### src/rtl/core/exl_pkg.sv
// exl_pkg: shared types, token kind codes, character codes and the fraction
// weight table of the expression lexer
// no dependencies; imported by every module of the lexer
`timescale 1ns / 1ps
`default_nettype none

package exl_pkg;

    // default parameter values
    localparam int FRAC_DIGITS_DEF   = 5;
    localparam int POSITION_BITS_DEF = 16;

    // token kinds
    localparam logic [4:0] K_NUM     = 5'd0;
    localparam logic [4:0] K_IDENT   = 5'd1;
    localparam logic [4:0] K_PLUS    = 5'd2;
    localparam logic [4:0] K_MINUS   = 5'd3;
    localparam logic [4:0] K_SLASH   = 5'd4;
    localparam logic [4:0] K_STAR    = 5'd5;
    localparam logic [4:0] K_CARET   = 5'd6;
    localparam logic [4:0] K_PERCENT = 5'd7;
    localparam logic [4:0] K_LPAREN  = 5'd8;
    localparam logic [4:0] K_RPAREN  = 5'd9;
    localparam logic [4:0] K_LBRACK  = 5'd10;
    localparam logic [4:0] K_RBRACK  = 5'd11;
    localparam logic [4:0] K_COMMA   = 5'd12;
    localparam logic [4:0] K_EQUAL   = 5'd13;
    localparam logic [4:0] K_LESS    = 5'd14;
    localparam logic [4:0] K_LESS_EQ = 5'd15;
    localparam logic [4:0] K_GREATER = 5'd16;
    localparam logic [4:0] K_GREAT_EQ = 5'd17;
    localparam logic [4:0] K_NEWLINE = 5'd18;
    localparam logic [4:0] K_END     = 5'd19;
    localparam logic [4:0] K_ERROR   = 5'd20;

    // character codes
    localparam logic [7:0] CH_NUL     = 8'h00;
    localparam logic [7:0] CH_TAB     = 8'h09;
    localparam logic [7:0] CH_LF      = 8'h0A;
    localparam logic [7:0] CH_CR      = 8'h0D;
    localparam logic [7:0] CH_SPACE   = 8'h20;
    localparam logic [7:0] CH_HASH    = 8'h23;
    localparam logic [7:0] CH_PERCENT = 8'h25;
    localparam logic [7:0] CH_LPAREN  = 8'h28;
    localparam logic [7:0] CH_RPAREN  = 8'h29;
    localparam logic [7:0] CH_STAR    = 8'h2A;
    localparam logic [7:0] CH_PLUS    = 8'h2B;
    localparam logic [7:0] CH_COMMA   = 8'h2C;
    localparam logic [7:0] CH_MINUS   = 8'h2D;
    localparam logic [7:0] CH_DOT     = 8'h2E;
    localparam logic [7:0] CH_SLASH   = 8'h2F;
    localparam logic [7:0] CH_0       = 8'h30;
    localparam logic [7:0] CH_9       = 8'h39;
    localparam logic [7:0] CH_LT      = 8'h3C;
    localparam logic [7:0] CH_EQ      = 8'h3D;
    localparam logic [7:0] CH_GT      = 8'h3E;
    localparam logic [7:0] CH_UP_A    = 8'h41;
    localparam logic [7:0] CH_UP_Z    = 8'h5A;
    localparam logic [7:0] CH_LBRACK  = 8'h5B;
    localparam logic [7:0] CH_RBRACK  = 8'h5D;
    localparam logic [7:0] CH_CARET   = 8'h5E;
    localparam logic [7:0] CH_UNDER   = 8'h5F;
    localparam logic [7:0] CH_LO_A    = 8'h61;
    localparam logic [7:0] CH_LO_Z    = 8'h7A;

    // output queue geometry
    localparam int Q_DEPTH = 4;
    localparam int Q_PTR_W = $clog2(Q_DEPTH);
    localparam int Q_CNT_W = $clog2(Q_DEPTH + 1);

    // one result token
    typedef struct packed {
        logic [4:0]  kind;
        logic [15:0] tok_line;
        logic [15:0] tok_column;
        logic [15:0] tok_length;
        logic [31:0] num_int;
        logic [15:0] num_frac;
        logic        num_ovf;
        logic        last;
    } t_token;

    // tokens produced by one character, written to the queue together
    typedef struct packed {
        logic [1:0] cnt;
        t_token     tok0;
        t_token     tok1;
    } t_push;

    // floor(2^16 / 10^(k+1)) for fraction digit k
    function automatic logic [15:0] frac_weight(input logic [3:0] k);
        logic [15:0] w;
        case (k)
            4'd0:    w = 16'd6553;
            4'd1:    w = 16'd655;
            4'd2:    w = 16'd65;
            4'd3:    w = 16'd6;
            default: w = 16'd0;
        endcase
        return w;
    endfunction

    // single-character operator kinds, error for anything unlisted
    function automatic logic [4:0] op_kind(input logic [7:0] c);
        logic [4:0] k;
        case (c)
            CH_PLUS:    k = K_PLUS;
            CH_MINUS:   k = K_MINUS;
            CH_SLASH:   k = K_SLASH;
            CH_STAR:    k = K_STAR;
            CH_CARET:   k = K_CARET;
            CH_PERCENT: k = K_PERCENT;
            CH_LPAREN:  k = K_LPAREN;
            CH_RPAREN:  k = K_RPAREN;
            CH_LBRACK:  k = K_LBRACK;
            CH_RBRACK:  k = K_RBRACK;
            CH_COMMA:   k = K_COMMA;
            CH_EQ:      k = K_EQUAL;
            default:    k = K_ERROR;
        endcase
        return k;
    endfunction

endpackage

`default_nettype wire

### src/rtl/core/exl_scan.sv
// exl_scan: scanner state and the per-character token logic
// depends on exl_pkg; produces up to two tokens per accepted character
`timescale 1ns / 1ps
`default_nettype none

module exl_scan #(
    parameter int FRAC_DIGITS   = exl_pkg::FRAC_DIGITS_DEF,
    parameter int POSITION_BITS = exl_pkg::POSITION_BITS_DEF
) (
    input  wire logic          i_clk,
    input  wire logic          i_rst_n,
    input  wire logic          i_step,
    input  wire logic [7:0]    i_char,
    output exl_pkg::t_push     o_push
);
    import exl_pkg::*;

    localparam logic [2:0] M_IDLE    = 3'd0;
    localparam logic [2:0] M_INT     = 3'd1;
    localparam logic [2:0] M_FRAC    = 3'd2;
    localparam logic [2:0] M_IDENT   = 3'd3;
    localparam logic [2:0] M_LESS    = 3'd4;
    localparam logic [2:0] M_GREATER = 3'd5;
    localparam logic [2:0] M_DOT     = 3'd6;
    localparam logic [2:0] M_COMMENT = 3'd7;

    localparam logic [POSITION_BITS-1:0] POS_MAX = {POSITION_BITS{1'b1}};
    localparam logic [POSITION_BITS-1:0] POS_ONE = POSITION_BITS'(1);
    localparam logic [3:0] FRAC_LIMIT = 4'(FRAC_DIGITS);

    logic [2:0]               r_mode, n_mode;
    logic [POSITION_BITS-1:0] r_line, n_line;
    logic [POSITION_BITS-1:0] r_col,  n_col;
    logic [15:0]              r_len,  n_len;
    logic [31:0]              r_int,  n_int;
    logic [15:0]              r_frac, n_frac;
    logic [3:0]               r_cnt,  n_cnt;
    logic                     r_ovf,  n_ovf;

    logic                     is_dig, is_id;
    logic [3:0]               digit;
    logic [POSITION_BITS-1:0] col_inc;
    logic [15:0]              len_inc;
    logic [15:0]              line16, col16, pend_col;
    logic [31:0]              col32;
    logic [35:0]              int_sum;
    logic [31:0]              int_next;
    logic                     int_sat;
    logic [19:0]              frac_prod;
    logic [15:0]              frac_next;
    logic                     frac_keep;
    t_token                   flush_tok;
    t_push                    push;

    // character classes
    assign is_dig = (i_char inside {[CH_0:CH_9]});
    assign is_id  = (i_char inside {[CH_LO_A:CH_LO_Z], [CH_UP_A:CH_UP_Z], CH_UNDER});
    assign digit  = 4'(i_char - CH_0);

    // saturating position and length steps
    assign col_inc = (r_col != POS_MAX) ? r_col + POS_ONE : r_col;
    assign len_inc = (r_len != 16'hFFFF) ? r_len + 16'd1 : r_len;

    // positions as shown on the output
    assign col32    = 32'(r_col);
    assign line16   = 16'(32'(r_line));
    assign col16    = col32[15:0];
    assign pend_col = (col32 > 32'(r_len)) ? 16'(col32 - 32'(r_len)) : 16'd1;

    // integer digit: acc * 10 + d, saturating
    assign int_sum  = ({4'd0, r_int} << 3) + ({4'd0, r_int} << 1) + 36'(digit);
    assign int_sat  = (int_sum[35:32] != 4'd0);
    assign int_next = int_sat ? 32'hFFFF_FFFF : int_sum[31:0];

    // fraction digit weighted by the table
    assign frac_keep = (r_cnt < FRAC_LIMIT);
    assign frac_prod = 20'(digit) * 20'(frac_weight(r_cnt));
    assign frac_next = r_frac + frac_prod[15:0];

    // token for whatever is pending
    always_comb begin
        flush_tok            = '0;
        flush_tok.tok_line   = line16;
        flush_tok.tok_column = pend_col;
        flush_tok.tok_length = r_len;
        case (r_mode)
            M_INT, M_FRAC: begin
                flush_tok.kind     = K_NUM;
                flush_tok.num_int  = r_int;
                flush_tok.num_frac = r_frac;
                flush_tok.num_ovf  = r_ovf;
            end
            M_IDENT:   flush_tok.kind = K_IDENT;
            M_LESS:    flush_tok.kind = K_LESS;
            M_GREATER: flush_tok.kind = K_GREATER;
            default:   flush_tok.kind = K_ERROR;
        endcase
    end

    // next state and tokens for the current character
    always_comb begin
        logic   go_idle;
        logic   flushed;
        logic   it_emit;
        t_token it;

        n_mode  = r_mode;
        n_line  = r_line;
        n_col   = r_col;
        n_len   = r_len;
        n_int   = r_int;
        n_frac  = r_frac;
        n_cnt   = r_cnt;
        n_ovf   = r_ovf;
        push    = '0;
        go_idle = 1'b0;
        flushed = 1'b0;
        it_emit = 1'b0;
        it      = '0;

        // continue or end the pending token
        case (r_mode)
            M_INT: begin
                if (is_dig) begin
                    n_int = int_next;
                    n_ovf = r_ovf | int_sat;
                    n_len = len_inc;
                    n_col = col_inc;
                end else if (i_char == CH_DOT) begin
                    n_mode = M_FRAC;
                    n_len  = len_inc;
                    n_col  = col_inc;
                end else begin
                    flushed = 1'b1;
                end
            end
            M_FRAC, M_DOT: begin
                if (is_dig) begin
                    n_mode = M_FRAC;
                    if (frac_keep) begin
                        n_frac = frac_next;
                        n_cnt  = r_cnt + 4'd1;
                    end
                    n_len = len_inc;
                    n_col = col_inc;
                end else begin
                    flushed = 1'b1;
                end
            end
            M_IDENT: begin
                if (is_id || is_dig) begin
                    n_len = len_inc;
                    n_col = col_inc;
                end else begin
                    flushed = 1'b1;
                end
            end
            M_LESS, M_GREATER: begin
                if (i_char == CH_EQ) begin
                    push.cnt             = 2'd1;
                    push.tok0.kind       = (r_mode == M_LESS) ? K_LESS_EQ : K_GREAT_EQ;
                    push.tok0.tok_line   = line16;
                    push.tok0.tok_column = pend_col;
                    push.tok0.tok_length = len_inc;
                    push.tok0.last       = 1'b1;
                    n_col  = col_inc;
                    n_mode = M_IDLE;
                    n_len  = '0;
                end else begin
                    flushed = 1'b1;
                end
            end
            M_COMMENT: begin
                if (i_char != CH_LF && i_char != CH_NUL) begin
                    n_col = col_inc;
                end else begin
                    go_idle = 1'b1;
                end
            end
            default: go_idle = 1'b1;
        endcase

        // character handled from idle, pending fields start cleared
        if (go_idle || flushed) begin
            n_mode = M_IDLE;
            n_len  = '0;
            n_int  = '0;
            n_frac = '0;
            n_cnt  = '0;
            n_ovf  = 1'b0;
            it.tok_line   = line16;
            it.tok_column = col16;
            it.tok_length = 16'd1;
            case (i_char) inside
                CH_SPACE, CH_TAB, CH_CR: n_col = col_inc;
                CH_HASH: begin
                    n_mode = M_COMMENT;
                    n_col  = col_inc;
                end
                [CH_0:CH_9]: begin
                    n_mode = M_INT;
                    n_len  = 16'd1;
                    n_int  = 32'(digit);
                    n_col  = col_inc;
                end
                [CH_LO_A:CH_LO_Z], [CH_UP_A:CH_UP_Z], CH_UNDER: begin
                    n_mode = M_IDENT;
                    n_len  = 16'd1;
                    n_col  = col_inc;
                end
                CH_DOT: begin
                    n_mode = M_DOT;
                    n_len  = 16'd1;
                    n_col  = col_inc;
                end
                CH_LT: begin
                    n_mode = M_LESS;
                    n_len  = 16'd1;
                    n_col  = col_inc;
                end
                CH_GT: begin
                    n_mode = M_GREATER;
                    n_len  = 16'd1;
                    n_col  = col_inc;
                end
                CH_LF: begin
                    it_emit = 1'b1;
                    it.kind = K_NEWLINE;
                    n_line  = (r_line != POS_MAX) ? r_line + POS_ONE : r_line;
                    n_col   = POS_ONE;
                end
                CH_NUL: begin
                    it_emit       = 1'b1;
                    it.kind       = K_END;
                    it.tok_length = 16'd0;
                    n_line        = POS_ONE;
                    n_col         = POS_ONE;
                end
                default: begin
                    it_emit = 1'b1;
                    it.kind = op_kind(i_char);
                    n_col   = col_inc;
                end
            endcase

            // order the pending token ahead of the new one
            it.last = 1'b1;
            if (flushed) begin
                push.tok0      = flush_tok;
                push.tok0.last = !it_emit;
                push.tok1      = it;
                push.cnt       = it_emit ? 2'd2 : 2'd1;
            end else begin
                push.tok0 = it;
                push.cnt  = it_emit ? 2'd1 : 2'd0;
            end
        end
    end

    // state update on each accepted character
    always_ff @(posedge i_clk) begin
        if (!i_rst_n) begin
            r_mode <= M_IDLE;
            r_line <= POS_ONE;
            r_col  <= POS_ONE;
            r_len  <= '0;
            r_int  <= '0;
            r_frac <= '0;
            r_cnt  <= '0;
            r_ovf  <= 1'b0;
        end else if (i_step) begin
            r_mode <= n_mode;
            r_line <= n_line;
            r_col  <= n_col;
            r_len  <= n_len;
            r_int  <= n_int;
            r_frac <= n_frac;
            r_cnt  <= n_cnt;
            r_ovf  <= n_ovf;
        end
    end

    always_comb begin
        o_push     = push;
        o_push.cnt = i_step ? push.cnt : 2'd0;
    end

endmodule

`default_nettype wire

### src/rtl/core/exl_tok_fifo.sv
// exl_tok_fifo: small result queue taking up to two tokens and giving one per cycle
// depends on exl_pkg for the token type and queue geometry
`timescale 1ns / 1ps
`default_nettype none

module exl_tok_fifo (
    input  wire logic          i_clk,
    input  wire logic          i_rst_n,
    input  wire exl_pkg::t_push i_push,
    input  wire logic          i_pop,
    output exl_pkg::t_token    o_tok,
    output logic               o_valid,
    output logic               o_room
);
    import exl_pkg::*;

    t_token               r_mem [Q_DEPTH];
    logic [Q_PTR_W-1:0]   r_wr_ptr, n_wr_ptr;
    logic [Q_PTR_W-1:0]   r_rd_ptr, n_rd_ptr;
    logic [Q_CNT_W-1:0]   r_count,  n_count;
    logic                 pop;
    logic [Q_PTR_W-1:0]   wr_ptr1;

    assign o_valid = (r_count != '0);
    assign o_room  = (r_count <= Q_CNT_W'(Q_DEPTH - 2));
    assign pop     = i_pop && o_valid;
    assign wr_ptr1 = r_wr_ptr + Q_PTR_W'(1);
    assign o_tok   = r_mem[r_rd_ptr];

    // pointer and fill updates
    always_comb begin
        n_wr_ptr = r_wr_ptr + Q_PTR_W'(i_push.cnt);
        n_rd_ptr = pop ? r_rd_ptr + Q_PTR_W'(1) : r_rd_ptr;
        n_count  = r_count + Q_CNT_W'(i_push.cnt) - Q_CNT_W'(pop);
    end

    always_ff @(posedge i_clk) begin
        if (!i_rst_n) begin
            r_wr_ptr <= '0;
            r_rd_ptr <= '0;
            r_count  <= '0;
        end else begin
            r_wr_ptr <= n_wr_ptr;
            r_rd_ptr <= n_rd_ptr;
            r_count  <= n_count;
        end
    end

    // token storage
    always_ff @(posedge i_clk) begin
        if (i_push.cnt != 2'd0) begin
            r_mem[r_wr_ptr] <= i_push.tok0;
        end
        if (i_push.cnt == 2'd2) begin
            r_mem[wr_ptr1] <= i_push.tok1;
        end
    end

endmodule

`default_nettype wire

### src/rtl/core/expression_lexer_top.sv
// expression_lexer_top: streaming lexer, one source character in, tokens out
// depends on exl_pkg, exl_scan and exl_tok_fifo
//
//   channel  | direction | tdata                         | tuser       | tlast
//   s_axis   | in        | [7:0] character               | -           | -
//   m_axis   | out       | line, column, length, integer,| [4:0] kind  | last token
//            |           | fraction, overflow            |             | of a character
//
// one character is taken per cycle unless the input stalls; it is scanned while it
// sits in the input register, and its tokens are written to the result queue, whose registers drive the output
// a character yields at most two tokens; the four-entry result queue drains one
// token per cycle while the output is ready, so the input keeps full rate while each
// character leaves one token or none, and slows to the output rate when characters
// close two tokens; the input stalls while the queue has under two free entries
// synchronous active-low reset returns line and column to 1 and empties the queue
`timescale 1ns / 1ps
`default_nettype none

module expression_lexer_top #(
    parameter int FRAC_DIGITS   = exl_pkg::FRAC_DIGITS_DEF,
    parameter int POSITION_BITS = exl_pkg::POSITION_BITS_DEF
) (
    input  wire logic          i_clk,
    input  wire logic          i_rst_n,
    input  wire logic          s_axis_tvalid,
    output logic               s_axis_tready,
    input  wire logic [7:0]    s_axis_tdata,   // [7:0] character
    output logic               m_axis_tvalid,
    input  wire logic          m_axis_tready,
    output logic [103:0]       m_axis_tdata,   // [15:0] line, [31:16] column,
                                               // [47:32] length, [79:48] integer,
                                               // [95:80] fraction, [96] overflow,
                                               // [103:97] zero
    output logic [4:0]         m_axis_tuser,   // [4:0] token kind
    output logic               m_axis_tlast    // last token of a character
);
    import exl_pkg::*;

    logic        r_in_valid;
    logic [7:0]  r_in_char;
    logic        step;
    logic        room;
    t_push       push;
    t_token      tok;

    // input register
    assign step          = r_in_valid && room;
    assign s_axis_tready = !r_in_valid || room;

    always_ff @(posedge i_clk) begin
        if (!i_rst_n) begin
            r_in_valid <= 1'b0;
        end else if (s_axis_tready) begin
            r_in_valid <= s_axis_tvalid;
        end
    end

    always_ff @(posedge i_clk) begin
        if (s_axis_tready && s_axis_tvalid) begin
            r_in_char <= s_axis_tdata;
        end
    end

    // scanner
    exl_scan #(
        .FRAC_DIGITS   (FRAC_DIGITS),
        .POSITION_BITS (POSITION_BITS)
    ) u_scan (
        .i_clk   (i_clk),
        .i_rst_n (i_rst_n),
        .i_step  (step),
        .i_char  (r_in_char),
        .o_push  (push)
    );

    // result queue
    exl_tok_fifo u_fifo (
        .i_clk   (i_clk),
        .i_rst_n (i_rst_n),
        .i_push  (push),
        .i_pop   (m_axis_tready),
        .o_tok   (tok),
        .o_valid (m_axis_tvalid),
        .o_room  (room)
    );

    // output packing
    assign m_axis_tdata = {7'd0, tok.num_ovf, tok.num_frac, tok.num_int,
                           tok.tok_length, tok.tok_column, tok.tok_line};
    assign m_axis_tuser = tok.kind;
    assign m_axis_tlast = tok.last;

endmodule

`default_nettype wire

### config.mk
export PLATFORM = sky130hd
export DESIGN_NAME = expression_lexer_top
export DESIGN_NICKNAME = d
export VERILOG_FILES = /design/src/rtl/core/exl_pkg.sv /design/src/rtl/core/exl_scan.sv /design/src/rtl/core/exl_tok_fifo.sv /design/src/rtl/core/expression_lexer_top.sv
export SDC_FILE = /design/constraint.sdc
export NUM_CORES = 1
export LEC_CHECK = 0
export BUFFER_PORTS_ARGS = -buffer_cell sky130_fd_sc_hd__buf_4
export CORE_MARGIN = 3
export CORE_UTILIZATION = 45
export CTS_CLUSTER_SIZE = 20
export DETAILED_ROUTE_END_ITERATION = 6
export GPL_TIMING_DRIVEN = 0
export HOLD_SLACK_MARGIN = 0.05
export PLACE_DENSITY = 0.72
export SYNTH_ARGS = -nofsm -noshare
export SYNTH_HDL_FRONTEND = slang
export SYNTH_HIERARCHICAL = 1
export SYNTH_SLANG_ARGS = --single-unit
### constraint.sdc
create_clock -name i_clk -period 11.2 [get_ports i_clk]
set_input_delay 0.56 -clock i_clk [delete_from_list [all_inputs] [get_ports i_clk]]
set_output_delay 0.56 -clock i_clk [all_outputs]
set_load 0.005 [all_outputs]
# Word-level counts from Yosys, hierarchy flattened
# Memory sizes are Yosys's and may differ from the RTL's. A register that Yosys moved wholly into a read port is not among the register bits.
# Index checks and enable logic that the tools add are counted.
# op_classes
addsub	14
mul	1
div	0
n_lt_le_gt_ge	9
eq_ne	44
n_shift	0
muxes	123
n_bitwise	8
reduce_logical	39
# ops
op	count
$mux 16	46
$mux 208	1
$mux 32	6
$eq 8x6->1 const B	14
$mux 54	2
$mux 105	1
$mux 103	1
$pmux 16 s5	1
$pmux 16 s4	1
$pmux 5 s12	1
$pmux 13 s4	1
$mux 5	10
$mux 49	1
$add 16x1->16 const B	3
$ne 16x16->1 const B	3
$add 35x33->36	1
$add 36x4->36	1
$mux 3	12
$eq 8x7->1 const B	4
$mux 1	26
$eq 8x4->1 const B	3
$mux 4	5
$pmux 5 s4	1
$add 16x16->16	1
other kinds (51)	92
# word_totals
register_bits	120
latchBits	0
mem_bits_rw	412
mem_bits_ro	0
elab_cells	252
memories	1
# memory_table
name	depth	width	read_ports	rd_ports_with_merged_regs	wr	line_no	text
u_fifo.r_mem	4	103	1	1	2	exl_tok_fifo.sv:17	t_token r_mem [Q_DEPTH];

# Logic depth before layout (Yosys ltp)
# Gate-level depths: netlist of the first run.
# depth
depth_word	17
mapped_depth	22
depth_no_buf	21

# Modules after synthesis
# Netlist of the first run, hierarchy kept.
# by_module_without_submodules
mod	instances	cells_per_inst	area_each_um2
exl_tok_fifo	1	1045	20603.5
exl_scan	1	1506	11466.0
expression_lexer_top	1	22	361.6

# Worst setup path before layout of the first run
# Ideal clock, no wire load.
# synth_timing
kind	register to register
from	reg r_in_char[4]
to	mem u_fifo/r_mem[0][0] (netlist bit) (enable)
setup_ns	0.717
t_arrival_ns	10.393
required_time_ns	10.483
path_slack_ns	0.091
path_stages_with_launch	14
path_cell_list	edfxtp_1 buf_2 or2_1 o41ai_2 o21bai_1 or3_1 and3_1 inv_2 clkbuf_1 ha_1 a21oi_1 nor2b_1 nor2_1 o31ai_1
# synth_lines
element	line_no	text
from (decl)	expression_lexer_top.sv:40	logic [7:0] r_in_char;
from (signal assigned)	expression_lexer_top.sv:60	r_in_char <= s_axis_tdata;
to (decl)	exl_tok_fifo.sv:17	

==> results of run 1 <==
## synth_stat cells, types with 31 or more instances
master	number
inv_1	125
xor2_1	39
o21ai_0	66
nor2_1	117
mux4_2	103
fa_1	31
nor3_1	33
and2_1	92
buf_2	39
nor2b_1	32
clkbuf_1	48
dfxtp_1	114
edfxtp_1	420
mux2_1	79
ha_1	123
buf_4	83
nand2_1	97
mux2_4	50
nand3_1	62
xnor2_1	39
mux2_2	283
a21oi_1	146
## layout make-up
type                            count  area (um2)  area share, %
Inverter                          127         477           1.29
Clock buffer                       71        1570           4.25
Multi-Input combinational cell   1778       16000           43.3
Tap cell                          940        1180           3.18
Timing Repair Buffer              135        1230           3.33
Sequential cell                   534       14900           40.3
Clock inverter                     35         241          0.654
Buffer                            203        1350           3.66
## routing by layer
metal	share of wire [%]	vias to the layer above	GRT usage [%]
met2	50	589	37.5
met5	0	-	0
li1	-	10100	-
met1	43	10800	28.1
met4	2.4	0	5.69
met3	5.1	126	2.70
## worst max-delay path, delay by kind of cell, from the launching register on
family,cells,cell delay [ns]
AO/OA/AOI/OAI,3,0.51
buffers and inverters,9,2.51
flip-flops,1,0.38
adder cells (fa/ha/maj),1,0.25
AND/OR/NAND/NOR,5,2.46
## how the worst max path moves through the flow
| stage | startpoint | end | cells after the start |
|---|---|---|---|
| 6_report | r_in_char[3] | u_fifo/r_mem[0][27] | 18 |
| 5_1_grt | r_in_char[3] | u_fifo/r_mem[0][18] | 18 |
| 4_1_cts | r_in_char[4] | u_fifo/r_mem[0][27] | 18 |
| 3_5_place_dp | r_in_char[4] | u_fifo/r_mem[0][27] | 18 |
| 3_3_place_gp | r_in_char[4] | u_fifo/r_mem[0][27] | 13 |
| 2_1_floorplan | r_in_char[4] | u_fifo/r_mem[0][0] | 13 |
## logic make-up (layout without fill, tap and decap cells)
| group | count (synthesis) | in the layout | synth area share, % |
|---|---|---|---|
| other cells | 2 | 71 | 0.0232 |
| mux | 524 | 524 | 22.3 |
| simple gates | 551 | 551 | 8.98 |
| compound gates | 398 | 398 | 8.21 |
| flops | 534 | 534 | 45.9 |
| xor+xnor | 80 | 80 | 2.25 |
| buf+inv | 330 | 571 | 5.64 |
| fa+ha+maj | 154 | 154 | 6.66 |
## sequential cells by signal (all words and copies together) (netlist names), named ones only
name,count
u_scan/col16,16
u_fifo/r_count,3
u_scan/r_int,32
u_scan/r_len,16
r_in_valid,1
u_fifo/r_wr_ptr,2
u_scan/r_cnt,4
u_scan/r_frac,16
u_scan/r_ovf,1
u_fifo/r_rd_ptr,2
u_scan/r_mode,3
u_fifo/r_mem,412
r_in_char,8
u_scan/line16,16
## report_power, final
part / internal (mW) / switching [mW]
registers: 2.26 / 0.0432
clock network: 1.04 / 0.791
logic: 0.636 / 0.687
## through the flow
stage	hold slack, ns	instance area (um2)	total power, mW	cells	setup TNS [ns]
floorplan	0.420	32700	3.16	2642	0
global placement	0.451	34700	3.68	3698	-1466.27
CTS	0.0977	36900	5.52	3823	0
detailed placement	0.455	35100	3.69	3717	0
finish	0.132	36900	5.46	3823	0
global route	0.108	36900	5.70	3823	0
==> results by group, run 1 <==
Synthesis
  • Sequential area share after synthesis: between 40% and 50%
  • Synth async-reset ratio: 0%
  • Synthesized area: approximately 0.032 mm2
  • Synth Flop Type: edfxtp_1
  • #FFs+latches synth: ~530
  • Synth warn: 6
  • Gate Count Post-Synth: 2573
  • Yosys top cell by area: edfxtp_1
  • Post-synth top area share: 38.9%
  • Mean Syn Cell Area: between 10 and 15 um2
  • Synth area leaders: edfxtp_1, mux2_2, mux4_2, dfxtp_1, ha_1
  • EDFF count, synth: 420
  • Post-synth cell types: 103

Drt
  • WL/cell: roughly 21 um
  • Initial DRC Count: between 1000 and 1500
  • Routed vias: about 22000
  • Final wirelength: just over 80 mm
  • First-pass DRT Iterations: 5
  • # DRC: 0
  • Avg Vias per Cell: between 5 and 6
  • Post-route ant nets: 0

Clock tree
  • Hold Buf Count CTS: 0
  • Worst skew pair latency: roughly 0.62 ns
  • CTS clk-pin slew, worst paths: roughly 0.060 ns
  • CTS sink cnt: ~530
  • CTS resizes: 0
  • CTS buffer count: just under 60
  • Setup bufs post-CTS: 0
  • CTS tree: yes
  • Root Driver: clkbuf_16
  • H-tree depth: 2
  • CTS max path bufs: 3

Worst setup path
  • Kind of critical path: reg2reg
  • R2R depth: 18
  • RR Startpoint: r_in_char[3]
  • Most used cell, CP: buf_8
  • FF-to-FF setup slack: between 4 and 5 ns
  • CP max-delay cell: nor2b_1
  • CP Launch Type: flip-flop
  • Crit-path cells: buf_2 > inv_1 > nor4_1 > o21bai_1 > or3_1 > and3_1 > inv_2 > clkbuf_1 > ha_1 > a21oi_1 > nor2b_1 > nand4b_1 > buf_2 > buf_4 > o31ai_4 > buf_8 > buf_8 > buf_8
  • Critical Path AT: between 6 and 7 ns
  • CP required: approximately 12 ns
  • Crit Path Max Fanout: 15
  • CP max stage delay: 0.81 ns
  • Reg-to-Reg End: u_fifo/r_mem[0][27]
  • CP Capture Type: flip-flop

STA
  • Fmax: 0.156 GHz
  • Final Cycle Share: between 50 and 60%
  • Fin worst setup slack: roughly 4.8 ns
  • Slew Limit Fails: 0
  • Fin crit period: ~6.4 ns
  • Setup-failing EPs final: 0
  • RSZ-0062 raised after global routing: false
  • Setup Skew: 0.0254 ns
  • Slew margin rel.: a little under a fifth
  • Least-Margin Pin Slew: 1.22 ns
  • Fin. Hold Viols: 0

Floorplan
  • Starting density of the core: 45.8%
  • I/O Pins: approximately 120
  • Die area: around 0.075 mm2
  • Num rows: between 90 and 100
  • Die height: around 270 um
  • Die width: ~270 um
  • Core area: between 0.07 and 0.08 mm2

Power
  • Pwr per Cell Area: between 100 and 150 mW/mm2
  • Max IR drop VDD: around 0.00014 V
  • LEAKAGE: between 10 and 15 nW

Min path
  • Hold path start: s_axis_tdata[1]
  • Hold Crit Depth: 1
  • Hold WC Path Type: in2reg
  • Endpoint, Worst Hold: r_in_char[1]

GRT
  • Largest net degree at the start of global routing: 26
  • Vias in the first global route: roughly 22000
  • First-pass GRT wire length: between 100 and 150 mm
  • Initial antenna violation count: 1
  • Grt ovf: 0
  • All-Layer GR Usage: 21.4%

Placement
  • Gp weighted congestion: between 0.9 and 1
  • HPWL Detailed: between 50 and 60 mm
  • Pre-CTS setup slack: about 5 ns
  • IO buf count: between 100 and 150

Final layout
  • Commonest non-fill, non-tap cell in the layout: edfxtp_1
  • # fillers: 5958
  • Antenna Cells: 0
  • Commonest cells after routing, fill and taps aside: edfxtp_1, mux2_2, buf_4, a21oi_1, inv_1
  • Core Util, Final: a little over half
  • Nets: ~3000
  • Share of layout cells above drive strength 1: ~30%
  • Area Growth Syn to Fin: 13.9%

Run status
  • Outcome: finished, final reports clean

Run
  • Max-Cap Viols: 0
(Power assumes the default switching activity.)
==> inputs of run 2 (changes only) <==
--- a/config.mk
+++ b/config.mk
@@ -12,7 +12,7 @@
 export DETAILED_ROUTE_END_ITERATION = 6
 export GPL_TIMING_DRIVEN = 0
 export HOLD_SLACK_MARGIN = 0.05
-export PLACE_DENSITY = 0.72
+export PLACE_DENSITY = 0.7
 export SYNTH_ARGS = -nofsm -noshare
 export SYNTH_HDL_FRONTEND = slang
 export SYNTH_HIERARCHICAL = 1
==> constraint.sdc (replaced) <==
create_clock -name i_clk -period 6.4 [get_ports i_clk]
set_input_delay 0.32 -clock i_clk [delete_from_list [all_inputs] [get_ports i_clk]]
set_output_delay 0.32 -clock i_clk [all_outputs]
set_load 0.005 [all_outputs]
==> run 2 against run 1 <==
  * Combinational power up 77%
  * Sequential share of layout area decreased by 0.28 points
  * Via count about the same
  * Register-to-register slack lost 4.5 ns
  * Highest routed layer unchanged
  * Core utilization is 0.37 points higher
  * Flip-flop and latch count unchanged
  * Largest power group unchanged
  * Worst setup slack got worse by 4.5 ns
  * Largest cell class unchanged
  * Clock power up 83%
  * Die area stayed put
==> results by group, run 2 (synthesis results as in run 1) <==
Drt
  • First-pass DRT Iterations: 6
  • Initial DRC Count: roughly 1600
  • Final wirelength: between 80 and 90 mm
  • Routed vias: around 22000
  • WL/cell: around 21 um
  • Avg Vias per Cell: between 5 and 6
  • # DRC: 0
  • Post-route ant nets: 0

Worst setup path
  • CP Launch Type: flip-flop
  • Critical Path AT: between 6 and 7 ns
  • CP Capture Type: flip-flop
  • Crit Path Max Fanout: 15
  • CP required: a little under 7 ns
  • Kind of critical path: reg2reg

Final layout
  • Nets: 3014
  • Commonest cells after routing, fill and taps aside: edfxtp_1, mux2_2, buf_4, a21oi_1, inv_1
  • Area Growth Syn to Fin: 14.7%
  • Commonest non-fill, non-tap cell in the layout: edfxtp_1
  • Final instance area: 0.0372 mm2
  • Top flop regs: u_fifo/r_mem (412), u_scan/r_int (32)
  • Final std cells w/o fill: 3836
  • Share of layout cells above drive strength 1: about 30%
  • Core Util, Final: around 53%
  • Most flops, register: u_fifo/r_mem
  • Antenna Cells: 0
  • Largest register FFs: 412
  • # fillers: ~6000

Clock tree
  • CTS sink cnt: around 530
  • CTS clk-pin slew, worst paths: 0.06 ns
  • CTS tree: yes
  • Root Driver: clkbuf_16
  • Worst skew pair latency: between 0.6 and 0.7 ns
  • Setup bufs post-CTS: 0
  • H-tree depth: 2
  • CTS max path bufs: 3
  • CTS buffer count: 57

STA
  • Fmax: 0.163 GHz
  • Fin crit period: between 6 and 7 ns
  • RSZ-0062 raised after global routing: false
  • Setup Skew: 0.0266 ns
  • Slew Limit Fails: 0
  • Final Cycle Share: a little over nine tenths
  • Fin. Hold Viols: 0
  • TNS Setup: 0 ns
  • Least-Margin Pin Slew: ~1.2 ns
  • Setup-failing EPs final: 0
  • Slew margin rel.: between 10% and 20%

Power
  • Pwr per Cell Area: roughly 260 mW/mm2
  • LEAKAGE: roughly 15 nW
  • Max IR drop VDD: about 0.00026 V

Floorplan
  • Starting density of the core: between 40% and 50%
  • Core area: around 0.071 mm2
  • Die area: between 0.07 and 0.08 mm2
  • Num rows: slightly below 100
  • Die width: ~270 um
  • I/O Pins: 124
  • Die height: 274 um

Placement
  • Gp weighted congestion: around 0.87
  • IO buf count: roughly 120
  • HPWL Detailed: ~59 mm
  • Placed instance count: 3720
  • DP Area: 0.0352 mm2

Run status
  • Outcome: finished, final reports clean

GRT
  • Grt ovf: 0
  • All-Layer GR Usage: about 22%
  • Initial antenna violation count: 0
  • Largest net degree at the start of global routing: 25
  • First-pass GRT wire length: between 100 and 150 mm
  • Vias in the first global route: between 20000 and 25000

Min path
  • Hold WC Path Type: in2reg

Run
  • Max-Cap Viols: 0
[run 2: path summary, 6_finish.rpt]
kind / startpoint / end / slack (ns) / cells after the start
setup / recovery: r_in_char[3] / u_fifo/r_mem[0][22] / 0.25 / 17
hold / removal: i_rst_n / u_fifo/r_wr_ptr[1] / 0.1 / 2
setup reg to reg: r_in_char[3] / u_fifo/r_mem[0][22] / 0.25 / 17
hold reg to reg: u_scan/r_ovf / u_scan/r_ovf / 0.44 / 2
[run 2: report_power, final]
group | total, mW | internal (mW) | switching, mW
sequential | 4.03 | 3.96 | 0.0726
clock | 3.35 | 1.95 | 1.40
combinational | 2.33 | 1.12 | 1.21
total | 9.71 | 7.03 | 2.68
[run 2: stage by stage]
stage	hold slack [ns]	setup slack, ns	power [mW]
2_1_floorplan	0.419	-1.50	5.50
3_3_place_gp	0.444	-6.84	6.41
3_5_place_dp	0.433	0.321	6.46
4_1_cts	0.0558	0.306	9.83
5_1_grt	0.0772	0.0340	10.1
6_report	0.0997	0.250	9.71
[run 2: timing repair]
item	CTS	global route
hold endpoints to repair	9	0
hold buffers	9	0
resized for setup	0	0
[run 2: per-layer routing]
layer	vias to the layer above	share of wire (%)	GRT usage (%)
met3	120	5.6	2.76
li1	10100	-	-
met2	652	49	37.0
met5	-	0	0
met4	0	2.5	6.34
met1	10700	43	28.9
[run 2: critical path, cell delays in order, from the launching register on]
cell and delay [ns]:
edfxtp_1 0.38, buf_2 0.23, inv_1 0.13, nor4_1 0.35, o21bai_1 0.23, or3_1 0.43, and3_1 0.19, inv_2 0.21
clkbuf_1 0.56, ha_1 0.24, a21oi_1 0.06, nor2b_1 0.74, nand4b_1 0.59, buf_2 0.50, buf_4 0.31, o31ai_4 0.27
buf_8 0.26, buf_8 0.17
[run 2: cell type report]
| type | count | area [um2] | area share [%] |
|---|---|---|---|
| clock buffer | 70 | 1580 | 4.24 |
| inverter | 127 | 477 | 1.28 |
| tap | 940 | 1180 | 3.16 |
| buffer | 203 | 1350 | 3.63 |
| sequential | 534 | 14900 | 40.0 |
| multi-input combinational | 1778 | 16000 | 43.0 |
| clock inverter | 37 | 330 | 0.888 |
| timing repair buffer | 147 | 1400 | 3.75 |
